--- src/rtl/core/isrch_pkg.sv ---
// Shared widths and constants for the interpolation search table.
`timescale 1ns / 1ps

package isrch_pkg;

    localparam int TABLE_DEPTH = 1024;
    localparam int IDX_W       = 10;
    localparam int VAL_W       = 31;
    localparam int CNT_W       = 11;
    localparam int QUO_W       = 10;
    localparam int PROD_W      = VAL_W + QUO_W;
    localparam int STEP_W      = $clog2(QUO_W + 1);

    localparam logic MODE_LOAD   = 1'b0;
    localparam logic MODE_SEARCH = 1'b1;

endpackage

--- src/rtl/core/isrch_div.sv ---
// Restoring divider, one quotient bit per cycle; quotient known to fit QUO_W bits.
`timescale 1ns / 1ps

module isrch_div (
    input  logic                          clk,
    input  logic                          rst_n,
    input  logic                          start,
    input  logic [isrch_pkg::PROD_W-1:0]  dividend,
    input  logic [isrch_pkg::VAL_W-1:0]   divisor,
    output logic                          done,
    output logic [isrch_pkg::QUO_W-1:0]   quotient
);

    logic [isrch_pkg::VAL_W-1:0]  rem_reg,  rem_next;
    logic [isrch_pkg::QUO_W-1:0]  dq_reg,   dq_next;
    logic [isrch_pkg::VAL_W-1:0]  den_reg,  den_next;
    logic [isrch_pkg::STEP_W-1:0] cnt_reg,  cnt_next;
    logic                         busy_reg, busy_next;
    logic                         done_reg, done_next;
    logic [isrch_pkg::VAL_W:0]    trial;
    logic                         fits;

    // dividend < divisor << QUO_W, so the top part starts below the divisor
    assign trial = {rem_reg, dq_reg[isrch_pkg::QUO_W-1]};
    assign fits  = trial >= {1'b0, den_reg};

    always_comb
    begin
        rem_next  = rem_reg;
        dq_next   = dq_reg;
        den_next  = den_reg;
        cnt_next  = cnt_reg;
        busy_next = busy_reg;
        done_next = 1'b0;
        if (start)
        begin
            rem_next  = dividend[isrch_pkg::PROD_W-1:isrch_pkg::QUO_W];
            dq_next   = dividend[isrch_pkg::QUO_W-1:0];
            den_next  = divisor;
            cnt_next  = isrch_pkg::STEP_W'(isrch_pkg::QUO_W);
            busy_next = 1'b1;
        end
        else if (busy_reg)
        begin
            rem_next = fits ? isrch_pkg::VAL_W'(trial - {1'b0, den_reg})
                            : trial[isrch_pkg::VAL_W-1:0];
            dq_next  = {dq_reg[isrch_pkg::QUO_W-2:0], fits};
            cnt_next = cnt_reg - 1'b1;
            if (cnt_reg == isrch_pkg::STEP_W'(1))
            begin
                busy_next = 1'b0;
                done_next = 1'b1;
            end
        end
    end

    always_ff @(posedge clk or negedge rst_n)
    begin
        if (!rst_n)
        begin
            cnt_reg  <= '0;
            busy_reg <= 1'b0;
            done_reg <= 1'b0;
        end
        else
        begin
            cnt_reg  <= cnt_next;
            busy_reg <= busy_next;
            done_reg <= done_next;
        end
    end

    always_ff @(posedge clk)
    begin
        rem_reg <= rem_next;
        dq_reg  <= dq_next;
        den_reg <= den_next;
    end

    assign done     = done_reg;
    assign quotient = dq_reg;

endmodule

--- config.mk ---
export PLATFORM = sky130hd
export DESIGN_NAME = isrch_div
export DESIGN_NICKNAME = d
export VERILOG_FILES = /design/src/rtl/core/isrch_pkg.sv /design/src/rtl/core/isrch_div.sv
export SDC_FILE = /design/constraint.sdc
export NUM_CORES = 1
export LEC_CHECK = 0
export BUFFER_PORTS_ARGS = -buffer_cell sky130_fd_sc_hd__clkbuf_2
export CORE_ASPECT_RATIO = 1.2
export CORE_MARGIN = 4
export CORE_UTILIZATION = 45
export CTS_BUF_LIST = sky130_fd_sc_hd__clkbuf_8
export CTS_CLUSTER_SIZE = 20
export DETAILED_ROUTE_END_ITERATION = 10
export GPL_TIMING_DRIVEN = 0
export PLACE_DENSITY = 0.65
export SYNTH_ARGS = -nofsm -noshare
export SYNTH_HDL_FRONTEND = slang
export SYNTH_SLANG_ARGS = --single-unit
--- constraint.sdc ---
create_clock -name clk -period 9.05 [get_ports clk]
set_clock_uncertainty 0.15 [all_clocks]
set_input_delay 2.2625 -clock clk [delete_from_list [all_inputs] [get_ports clk]]
set_output_delay 2.2625 -clock clk [all_outputs]
set_load 0.1 [all_outputs]
==> impl_metrics.sql, run 1 <==
INSERT INTO impl_metrics (metric_group, metric, value, unit) VALUES
('yosys', 'synth-seq-area-share', '44.2', '%'),
('yosys', 'synth_flop_cell', 'edfxtp_1', ''),
('placement', 'numPortBuffers', '85', ''),
('cts', 'htree_num_levels', '3', ''),
('setup_path', 'rr_endpoint', 'rem_reg[9]', ''),
('setup_path', 'worst_r2r_startpoint', 'quotient[9]', ''),
('yosys', 'syn-num-nets', '593', ''),
('cts', 'cts-buffers-inserted', '9', ''),
('cts', 'cts_tree', 'done', ''),
('setup_path', 'timing.critical_path.mode_cell', 'clkbuf_1', ''),
('sta', 'timing_hold_violations_final', '0', ''),
('cts', 'post_cts_buffers', '0', ''),
('cts', 'cts_num_sinks', '78', ''),
('cts', 'cts-root-buf', 'clkbuf_8', ''),
('setup_path', 'timing.critical_path.fanout_max', '41', ''),
('layout', 'layout.filler_cells', '998', ''),
('floorplanning', 'die_area', '13400', 'sq um'),
('global_route', 'total_overflow_reported_by_the_global_router', '0', ''),
('global_route', 'antenna_found_initial', '0', ''),
('yosys', 'synthCells', '484', ''),
('setup_path', 'crit_chain', 'clkbuf_2, clkbuf_1, clkbuf_1, or2_2', ''),
('layout', 'multiInputGateArea', '2640', 'sq um'),
('placement', 'detailed_place_hpwl', '8.94', 'mm'),
('floorplanning', 'io_pins', '86', ''),
('setup_path', 'regToRegSetupSlack', '5600', 'ps'),
('power_and_ir_drop', 'power.ir.vdd_worst', '127', 'uV'),
('floorplanning', 'die_height', '126', 'um'),
('detailed_routing', 'detailroute.via_count', '3957', ''),
('hold_path', 'hold_path_startpoint', 'cnt_reg[3]', ''),
('detailed_routing', 'wire_per_inst', '16.0', 'um'),
('yosys', 'synthDistinctLibCells', '57', ''),
('power_and_ir_drop', 'total_leakage_power', '0.00268', 'uW'),
('layout', 'nNetsFinal', '689', ''),
('yosys', 'synth.yosys.warnings', '0', ''),
('yosys', 'area_of_the_mapped_netlist', '5230', 'sq um'),
('setup_path', 'max_stage_delay', '900', 'ps'),
('global_route', 'grt_use_total', '18.4', '%'),
('sta', 'worst_slew_pin_slew', '1040', 'ps'),
('placement', 'gpl.final_weighted_congestion', '0.887', ''),
('sta', 'grt_setup_unrepaired', 'no', ''),
('setup_path', 'crit_path_start', 'start', ''),
('floorplanning', 'core.rowCount', '42', ''),
('yosys', 'synth_seq_cells', '78', ''),
('sta', 'fin_crit_sh', '55.3', '%'),
('layout', 'area_growth', '15.9', '%'),
('setup_path', 'timing.critical_path.to_type', 'flop', ''),
('setup_path', 'cp.required', '8890', 'ps'),
('cts', 'worst_skew_pair.late_latency', '380', 'ps'),
('outcome', 'status', 'complete, no violations', ''),
('sta', 'setup_total_negative_slack', '0', 'ps'),
('global_route', 'wire_length_of_the_first_global_routing_pass', '19.6', 'mm'),
('sta', 'setup-violations-final', '0', ''),
('setup_path', 'crit_path_top_delay_cell', 'or2_2', ''),
('sta', 'timing.final.crit_period', '5010', 'ps'),
('global_route', 'grt_pass1_vias', '4233', ''),
('layout', 'antennaDiodeCount', '0', ''),
('floorplanning', 'core-area', '11200', 'sq um'),
('global_route', 'grt_start_max_net_pins', '42', ''),
('detailed_routing', 'detailedRoute.firstIterationViolations', '126', ''),
('setup_path', 'start_kind', 'input port', ''),
('layout', 'regArea', '2310', 'sq um'),
('yosys', 'syn-mean-instance-area', '10.8', 'sq um'),
('cts', 'clockBufferDepth', '2', ''),
('yosys', 'async_reset_ff_share', '7.69', '%'),
('yosys', 'synth_edf_count', '72', ''),
('setup_path', 'endpoint', 'rem_reg[11]', ''),
('layout', 'drive_gt1_share', '25.5', '%'),
('setup_path', 'r2r_cells', '13', ''),
('layout', 'finalCoreUtilization', '54.1', '%'),
('cts', 'ctsResizeCount', '0', ''),
('cts', 'holdBufCountCts', '0', '');
==> worst min-delay path by stage <==
stage | slack (ps) | cells after the start | end
floorplan | 340 | 2 | cnt_reg[3]
finish | 400 | 2 | cnt_reg[3]
global route | 430 | 2 | cnt_reg[3]
global placement | 360 | 2 | cnt_reg[3]
detailed placement | 370 | 2 | cnt_reg[3]
CTS | 400 | 2 | cnt_reg[3]
==> cell usage in the layout (no fill, tap or decap), types with 4 or more instances in the layout <==
cell type,instances
dfrtp_1,6
clkbuf_2,85
a21o_1,17
nor3_1,6
or3_1,4
a31oi_1,7
ha_1,33
nor2b_1,10
nand2_1,32
nor2_1,16
clkbuf_8,9
nor3b_1,9
nand2b_1,6
buf_2,4
mux2i_1,5
o21bai_1,4
o21a_1,5
a221o_1,6
mux2_4,12
mux2_2,26
o21ai_1,7
o21ai_0,14
inv_1,46
buf_6,4
xor2_1,8
a211oi_1,6
nand4_1,8
a21oi_1,40
xnor2_1,19
edfxtp_1,72
nand3_1,5
clkbuf_1,12
==> area by class of cell <==
class                   instances  area share [%]
plain buffers                  21            1.88
clock buffers                   9            2.04
clock inverters                 7            1.51
inverters                      44            2.73
multi-input cells             341            43.5
flip-flops and latches         78            38.2
well taps                     154            3.18
repair buffers                 85            7.02
==> cell families after synthesis <==
kind of cell / synth area share, %
muxes: 10.4
adders and majority gates: 8.28
xor gates and xnor gates: 4.52
and+or+nand+nor: 11.4
buffers and inverters: 5.34
DFF: 44.2
AOI/OAI and AO/OA: 15.8
==> report_power, final <==
part | internal [uW] | total [uW] | switching [uW] | leakage, uW
clock network | 154 | 287 | 134 | 0.000108
logic | 537 | 1160 | 628 | 0.00177
registers | 519 | 573 | 53.8 | 0.000806
==> metrics by stage <==
stage                     power (uW)  instance area [sq um]  worst slack (ps)  std cells  hold WS, ps
after detailed placement        1730                   5840              3570        723          370
after CTS                       2030                   6060              3990        739          395
final                           2020                   6060              4050        739          399
after global routing            2180                   6060              3830        739          434
after floorplan                 1500                   5230              5120        484          343
after global placement          1710                   5840              3680        723          364
==> per-layer routing <==
| metal | wire, um | up-vias | global-route usage (%) |
|---|---|---|---|
| met5 | 0 | - | 0 |
| met4 | 261 | 0 | 8.08 |
| met3 | 578 | 21 | 4.55 |
| met2 | 5930 | 79 | 31.6 |
| met1 | 5050 | 1879 | 21.6 |
| li1 | - | 1978 | - |
==> worst max-delay path, delay by kind of cell <==
kind,cells,cell delay (ps)
buf+inv,3,1650
simple gates,1,900
==> Yosys cell counts, types with 7 or more instances <==
| cell | count | share of area, % |
|---|---|---|
| nor2_1 | 16 | 1.1 |
| xnor2_1 | 19 | 3.2 |
| a31oi_1 | 7 | 0.84 |
| a21oi_1 | 40 | 3.8 |
| nand4_1 | 8 | 0.96 |
| a21o_1 | 17 | 2.4 |
| nor2b_1 | 10 | 1.2 |
| nand2_1 | 32 | 2.3 |
| mux2_4 | 12 | 3.4 |
| xor2_1 | 8 | 1.3 |
| edfxtp_1 | 72 | 41 |
| o21ai_0 | 14 | 1.3 |
| inv_1 | 44 | 3.2 |
| nor3b_1 | 9 | 1.3 |
| clkbuf_1 | 12 | 0.86 |
| o21ai_1 | 7 | 0.67 |
| mux2_2 | 26 | 5.6 |
| ha_1 | 33 | 7.9 |
(Power assumes the default switching activity.)
==> run 2, diff against run 1 <==
--- a/config.mk
+++ b/config.mk
@@ -5,6 +5,7 @@
 export SDC_FILE = /design/constraint.sdc
 export NUM_CORES = 1
 export LEC_CHECK = 0
+export ABC_AREA = 1
 export BUFFER_PORTS_ARGS = -buffer_cell sky130_fd_sc_hd__clkbuf_2
 export CORE_ASPECT_RATIO = 1.2
 export CORE_MARGIN = 4
@@ -13,7 +14,7 @@
 export CTS_CLUSTER_SIZE = 20
 export DETAILED_ROUTE_END_ITERATION = 10
 export GPL_TIMING_DRIVEN = 0
-export PLACE_DENSITY = 0.65
+export PLACE_DENSITY = 0.67
 export SYNTH_ARGS = -nofsm -noshare
 export SYNTH_HDL_FRONTEND = slang
 export SYNTH_SLANG_ARGS = --single-unit
==> constraint.sdc (replaced) <==
create_clock -name clk -period 4.1 [get_ports clk]
set_clock_uncertainty 0.15 [all_clocks]
set_input_delay 1.025 -clock clk [delete_from_list [all_inputs] [get_ports clk]]
set_output_delay 1.025 -clock clk [all_outputs]
set_load 0.1 [all_outputs]
==> impl_metrics.sql, run 2 <==
INSERT INTO impl_metrics (metric_group, metric, value, unit) VALUES
('layout', 'antennaDiodeCount', '0', ''),
('placement', 'detailed_place_hpwl', '12.7', 'mm'),
('detailed_routing', 'wl_met3', '846', 'um'),
('detailed_routing', 'detailedRoute.firstIterationViolations', '362', ''),
('job', 'drv.max_cap_violation_count', '0', ''),
('sta', 'timing.max_slew.rel_slack', '39.0', '%'),
('yosys', 'async_reset_ff_share', '7.69', '%'),
('yosys', 'synthCells', '872', ''),
('detailed_routing', 'uppermost_metal_layer_occupied_by_signal_nets', 'met4', ''),
('yosys', 'synth_flop_cell', 'edfxtp_1', ''),
('yosys', 'synth.yosys.warnings', '0', ''),
('global_route', 'antenna_found_initial', '0', ''),
('sta', 'fmaxAchievable', '310', 'MHz'),
('yosys', 'synth-seq-area-share', '37.8', '%'),
('layout', 'most_frequent_cells_in_the_layout', '371 x nand2_1, 167 x inv_1, 85 x clkbuf_2, 72 x edfxtp_1, 61 x nand3_1', ''),
('global_route', 'grt_use_total', '21.6', '%'),
('outcome', 'status', 'complete, no violations', ''),
('sta', 'setup-violations-final', '0', ''),
('sta', 'timing_hold_violations_final', '0', ''),
('setup_path', 'cp.required', '4020', 'ps'),
('sta', 'timing.final.crit_period', '3220', 'ps'),
('cts', 'worst_skew_pair.late_latency', '380', 'ps'),
('cts', 'ctsResizeCount', '0', ''),
('power_and_ir_drop', 'power.ir.vdd_worst', '338', 'uV'),
('setup_path', 'timing_worst_setup_path_type', 'in2reg', ''),
('yosys', 'syn-num-nets', '981', ''),
('sta', 'fin_max_slew_vios', '0', ''),
('sta', 'fin_crit_sh', '78.6', '%'),
('placement', 'placedInstanceArea', '6780', 'sq um'),
('floorplanning', 'core.rowCount', '46', ''),
('detailed_routing', 'drt_drc_violations_left', '0', ''),
('yosys', 'area_of_the_mapped_netlist', '6120', 'sq um'),
('sta', 'grt_setup_unrepaired', 'no', ''),
('cts', 'htree_num_levels', '3', ''),
('detailed_routing', 'route.final.wire_length', '15.8', 'mm'),
('layout', 'nNetsFinal', '1078', ''),
('setup_path', 'timing.critical_path.to_type', 'flop', ''),
('yosys', 'synth.top_cells.by_count', '372 x nand2_1, 166 x inv_1, 72 x edfxtp_1', ''),
('yosys', 'synthDistinctLibCells', '34', ''),
('placement', 'dp_slack', '393', 'ps'),
('floorplanning', 'core-area', '13300', 'sq um'),
('global_route', 'grt_pass1_vias', '5425', ''),
('power_and_ir_drop', 'power_density', '663', 'nW/um^2'),
('detailed_routing', 'ant_nets', '0', ''),
('yosys', 'synth_edf_count', '72', ''),
('detailed_routing', 'drt-vias-per-instance', '4.79', ''),
('detailed_routing', 'routedLengthMet1', '7.19', 'mm'),
('hold_path', 'timing.hold.worst.class', 'in2async', ''),
('floorplanning', 'die_height', '136', 'um'),
('cts', 'holdBufCountCts', '0', ''),
('layout', 'final_design_area_excluding_fillers', '6950', 'sq um'),
('global_route', 'wire_length_of_the_first_global_routing_pass', '26.0', 'mm'),
('cts', 'clockBufferDepth', '2', ''),
('cts', 'cts_tree', 'done', ''),
('placement', 'gpl.final_weighted_congestion', '0.940', ''),
('cts', 'cts.clk_slew.worst_paths', '80', 'ps'),
('layout', 'layout_commonest_cell', 'nand2_1', ''),
('floorplanning', 'initial_utilization', '46.1', '%'),
('sta', 'worst_slew_pin_slew', '915', 'ps'),
('setup_path', 'timing.critical_path.fanout_max', '32', ''),
('sta', 'minimum_setup_slack_in_the_final_design', '879', 'ps'),
('floorplanning', 'dieWidth', '115', 'um'),
('floorplanning', 'die_area', '15500', 'sq um'),
('global_route', 'total_overflow_reported_by_the_global_router', '0', ''),
('yosys', 'yosysTopAreaCell', 'edfxtp_1', ''),
('yosys', 'synthDominantCellAreaShare', '35.3', '%'),
('yosys', 'synth_most_common_cell', 'nand2_1', ''),
('layout', 'area_growth', '13.4', '%'),
('detailed_routing', 'wire_per_inst', '13.8', 'um'),
('global_route', 'grt_start_max_net_pins', '33', ''),
('detailed_routing', 'detailroute.via_count', '5469', ''),
('yosys', 'syn-mean-instance-area', '7.02', 'sq um'),
('floorplanning', 'io_pins', '86', ''),
('detailed_routing', 'met2RoutedLength', '7.38', 'mm'),
('setup_path', 'start_kind', 'input port', ''),
('layout', 'drive_gt1_share', '15.7', '%'),
('cts', 'cts_num_sinks', '78', ''),
('cts', 'cts-buffers-inserted', '9', ''),
('placement', 'numPortBuffers', '85', ''),
('detailed_routing', 'drt-pass1-iter-count', '7', ''),
('cts', 'post_cts_buffers', '0', ''),
('cts', 'cts-root-buf', 'clkbuf_8', ''),
('setup_path', 'timing.critical_path.arrival', '3140', 'ps'),
('yosys', 'synth_top_cells_by_area', 'edfxtp_1 35%, nand2_1 23%, inv_1 10%', ''),
('yosys', 'synth_seq_cells', '78', ''),
('power_and_ir_drop', 'total_leakage_power', '0.00388', 'uW');
## run 2: cell count changes after synthesis, sizes merged, moves of 7 or more
cell | before | now
nand2 | 32 | 380
nor3b | 9 | 0
nand3 | 5 | 65
nor2 | 16 | 46
inv | 44 | 167
o21ai | 21 | 7
nand3b | 1 | 24
nor2b | 10 | 0
a21o | 17 | 1
a21oi | 41 | 16
mux2 | 40 | 0
a31oi | 7 | 0
## run 2: report_power, final
part | internal [uW] | switching (uW) | leakage, uW
combinational | 1040 | 1820 | 0.00298
clock | 215 | 302 | 0.0000842
sequential | 1120 | 101 | 0.000815
total | 2380 | 2220 | 0.00388
## run 2: path summary, 6_finish.rpt
kind	start	to	slack [ps]	cells past startpoint
worst min-delay path	rst_n	busy_reg	310	1
worst max-delay path	start	rem_reg[25]	880	6
worst min register to register	cnt_reg[2]	done	360	1
min in group clk	cnt_reg[2]	done	360	1
worst max register to register	quotient[9]	rem_reg[24]	1290	16
max in group asynchronous	rst_n	cnt_reg[3]	3340	1
## run 2: layer usage
| layer | up-vias | track usage (%) |
|---|---|---|
| met5 | - | 0 |
| met1 | 2436 | 27.5 |
| met2 | 127 | 36.4 |
| met4 | 0 | 8.51 |
| li1 | 2889 | - |
| met3 | 17 | 3.53 |
## run 2: logic make-up (layout without fill, tap and decap cells)
kind of cell,after synthesis,after routing,synth area share (%)
simple gates,533,533,38.5
buf+inv,187,289,12.3
flops,78,78,37.8
fa+ha+maj,34,34,7.07
compound gates,25,25,2.25
xor+xnor,15,15,2.15
## run 2: worst max-delay path, stage by stage
cell      delay, ps
clkbuf_2        680
clkbuf_1        360
inv_1            90
clkbuf_1        310
nand2_2         360
buf_12          270
## run 2: through the flow
step / cells / hold WS [ps] / setup TNS, ps / total power [uW] / utilization (%)
2_1_floorplan: 872 / 298 / 0 / 3440 / -
5_1_grt: 1142 / 305 / 0 / 5070 / 52.3
3_3_place_gp: 1125 / 342 / -28110 / 4060 / 50.8
3_5_place_dp: 1126 / 325 / 0 / 4080 / 51.0
6_report: 1142 / 310 / 0 / 4610 / 52.3
4_1_cts: 1142 / 295 / 0 / 4620 / 52.3
## run 2: layout make-up
class	instances	area, sq um
clock buffer	9	124
inverter	168	631
clock inverter	7	41.3
tap	168	210
multi-input combinational	607	3060
sequential	78	2310
fill	1386	6350
timing repair buffer	86	445
buffer	19	123
==> run 3, diff against run 2 <==
--- a/config.mk
+++ b/config.mk
@@ -14,7 +14,7 @@
 export CTS_CLUSTER_SIZE = 20
 export DETAILED_ROUTE_END_ITERATION = 10
 export GPL_TIMING_DRIVEN = 0
-export PLACE_DENSITY = 0.67
+export PLACE_DENSITY = 0.64
 export SYNTH_ARGS = -nofsm -noshare
 export SYNTH_HDL_FRONTEND = slang
 export SYNTH_SLANG_ARGS = --single-unit
==> constraint.sdc (replaced) <==
create_clock -name clk -period 3.1 [get_ports clk]
set_clock_uncertainty 0.15 [all_clocks]
set_input_delay 0.775 -clock clk [delete_from_list [all_inputs] [get_ports clk]]
set_output_delay 0.775 -clock clk [all_outputs]
set_load 0.1 [all_outputs]
==> impl_metrics.sql, run 3 (synthesis results as in run 2) <==
INSERT INTO impl_metrics (metric_group, metric, value, unit) VALUES
('layout', 'area_growth', '14.5', '%'),
('floorplanning', 'die_height', '136', 'um'),
('outcome', 'status', 'complete, no violations', ''),
('detailed_routing', 'detailedRoute.firstIterationViolations', '405', ''),
('cts', 'holdBufCountCts', '0', ''),
('cts', 'cts.clk_slew.worst_paths', '90', 'ps'),
('layout', 'layout.filler_cells', '1362', ''),
('cts', 'cts-root-buf', 'clkbuf_8', ''),
('setup_path', 'worst_r2r_startpoint', 'quotient[9]', ''),
('setup_path', 'number_of_buffer_and_inverter_stages_on_the_critical_path', '4', ''),
('setup_path', 'r2r_cells', '16', ''),
('floorplanning', 'core.rowCount', '46', ''),
('power_and_ir_drop', 'power.ir.vdd_worst', '479', 'uV'),
('setup_path', 'cp.required', '3030', 'ps'),
('layout', 'nNetsFinal', '1077', ''),
('detailed_routing', 'drt-pass1-iter-count', '5', ''),
('global_route', 'total_overflow_reported_by_the_global_router', '0', ''),
('placement', 'dp_slack', '-596', 'ps'),
('detailed_routing', 'drt-vias-per-instance', '4.89', ''),
('sta', 'timing.final.crit_period', '2860', 'ps'),
('sta', 'grt_setup_unrepaired', 'no', ''),
('global_route', 'grt_use_total', '22.1', '%'),
('sta', 'fmaxAchievable', '350', 'MHz'),
('setup_path', 'timing.critical_path.fanout_max', '32', ''),
('job', 'drv.max_cap_violation_count', '0', ''),
('setup_path', 'max_stage_delay', '680', 'ps'),
('setup_path', 'timing_worst_setup_path_type', 'in2reg', ''),
('cts', 'post_cts_buffers', '0', ''),
('sta', 'timing_hold_violations_final', '0', ''),
('cts', 'htree_num_levels', '3', ''),
('setup_path', 'timing.critical_path.to_type', 'flop', ''),
('placement', 'detailed_place_hpwl', '12.8', 'mm'),
('layout', 'drive_gt1_share', '15.8', '%'),
('detailed_routing', 'detailroute.via_count', '5581', ''),
('power_and_ir_drop', 'power_density', '901', 'nW/um^2'),
('cts', 'clockBufferDepth', '2', ''),
('cts', 'cts_num_sinks', '78', ''),
('detailed_routing', 'drt_drc_violations_left', '0', ''),
('layout', 'antennaDiodeCount', '0', ''),
('cts', 'worst_skew_pair.late_latency', '370', 'ps'),
('global_route', 'antenna_found_initial', '0', ''),
('floorplanning', 'initial_utilization', '46.1', '%'),
('placement', 'gpl.final_weighted_congestion', '0.996', ''),
('floorplanning', 'die_area', '15500', 'sq um'),
('power_and_ir_drop', 'report.power.total', '6320', 'uW'),
('global_route', 'grt_pass1_vias', '5484', ''),
('global_route', 'wire_length_of_the_first_global_routing_pass', '26.8', 'mm'),
('sta', 'worst_slew_pin_slew', '911', 'ps'),
('layout', 'layout_commonest_cell', 'nand2_1', ''),
('cts', 'cts_tree', 'done', ''),
('layout', 'most_frequent_cells_in_the_layout', '371 x nand2_1, 167 x inv_1, 85 x clkbuf_2, 72 x edfxtp_1, 61 x nand3_1', ''),
('sta', 'fin_crit_sh', '92.3', '%'),
('detailed_routing', 'wire_per_inst', '14.1', 'um'),
('detailed_routing', 'route.final.wire_length', '16.1', 'mm'),
('global_route', 'grt_start_max_net_pins', '33', ''),
('sta', 'fin_max_slew_vios', '0', ''),
('power_and_ir_drop', 'total_leakage_power', '0.00392', 'uW'),
('hold_path', 'timing.hold.worst.class', 'in2async', ''),
('setup_path', 'rr_endpoint', 'rem_reg[27]', ''),
('setup_path', 'regToRegSetupSlack', '270', 'ps'),
('setup_path', 'timing.critical_path.arrival', '2790', 'ps'),
('floorplanning', 'io_pins', '86', ''),
('sta', 'minimum_setup_slack_in_the_final_design', '239', 'ps'),
('setup_path', 'crit_chain', 'clkbuf_2, clkbuf_1, inv_1, nand2_4, buf_16', ''),
('setup_path', 'cell_family_with_most_cp_delay', 'buffers and inverters', ''),
('placement', 'numPortBuffers', '85', ''),
('floorplanning', 'dieWidth', '115', 'um'),
('floorplanning', 'core-area', '13300', 'sq um'),
('setup_path', 'crit_path_top_delay_cell', 'clkbuf_2', ''),
('cts', 'cts-buffers-inserted', '9', ''),
('sta', 'timing.max_slew.rel_slack', '39.3', '%'),
('setup_path', 'start_kind', 'input port', ''),
('sta', 'setup-violations-final', '0', ''),
('detailed_routing', 'ant_nets', '0', '');
run 3: cell types whose count changed in the layout (fill, tap and decap cells not counted), sizes merged:
cell | before | now
bufinv | 0 | 2
clkinvlp | 2 | 0
inv | 169 | 171
clkinv | 4 | 1
run 3: through the flow:
stage               TNS [ps]  instances  utilization (%)  instance area (sq um)  hold slack (ps)
floorplan                  0        872                -                   6120              298
global placement      -59460       1125             50.8                   6760              341
detailed placement    -24280       1126             51.1                   6790              332
CTS                        0       1142             52.8                   7020             41.4
global route               0       1141             52.8                   7010             46.1
finish                     0       1141             52.8                   7010             57.3
run 3: worst reg2reg max path: stages, from the launching register on:
cell	delay, ps
edfxtp_1	360
inv_2	50
ha_1	220
fa_1	420
inv_1	120
nand2_1	60
nand2_1	80
nand3_2	70
nand2_2	150
nand2_2	80
nand3_2	90
nand2_2	70
nand2_2	140
buf_4	220
nand3_1	140
nand2_1	130
nand2_1	60
run 3: layout make-up:
cell class	instances	area (sq um)	area share, %
multi-input combinational	607	3070	43.7
inverter	168	631	8.99
tap	168	210	3.00
sequential	78	2310	33.0
clock inverter	6	85.1	1.21
clock buffer	10	138	1.96
timing repair buffer	86	453	6.46
buffer	18	119	1.69
run 3: worst max path at each step:
stage / startpoint / end / slack [ps] / cells after the start
finish: start / rem_reg[11] / 240 / 5
CTS: start / rem_reg[11] / 30 / 6
floorplan: quotient[9] / rem_reg[18] / 80 / 16
global placement: start / rem_reg[21] / -1390 / 5
global route: start / rem_reg[9] / 7 / 5
detailed placement: start / rem_reg[11] / -600 / 6
run 3: what timing repair did:
action                     in CTS  in global routing
resized for setup               1                  0
setup endpoints to repair      21                 21
gates cloned                    0                  0
pin swaps                       0                  0
run 3: report_power, final:
group | leakage [uW] | internal, uW | switching, uW
clock | 0.000120 | 476 | 398
combinational | 0.00299 | 1380 | 2440
sequential | 0.000815 | 1490 | 140
run 3: layer usage:
metal / GRT usage [%] / vias to the layer above / part of all wire [%] / wire, um
met4: 7.85 / 0 / 2.7 / 430
met2: 36.1 / 160 / 46 / 7470
met1: 29.1 / 2505 / 45 / 7240
met3: 4.33 / 28 / 5.8 / 924
li1: - / 2888 / - / -
met5: 0 / - / 0 / 0
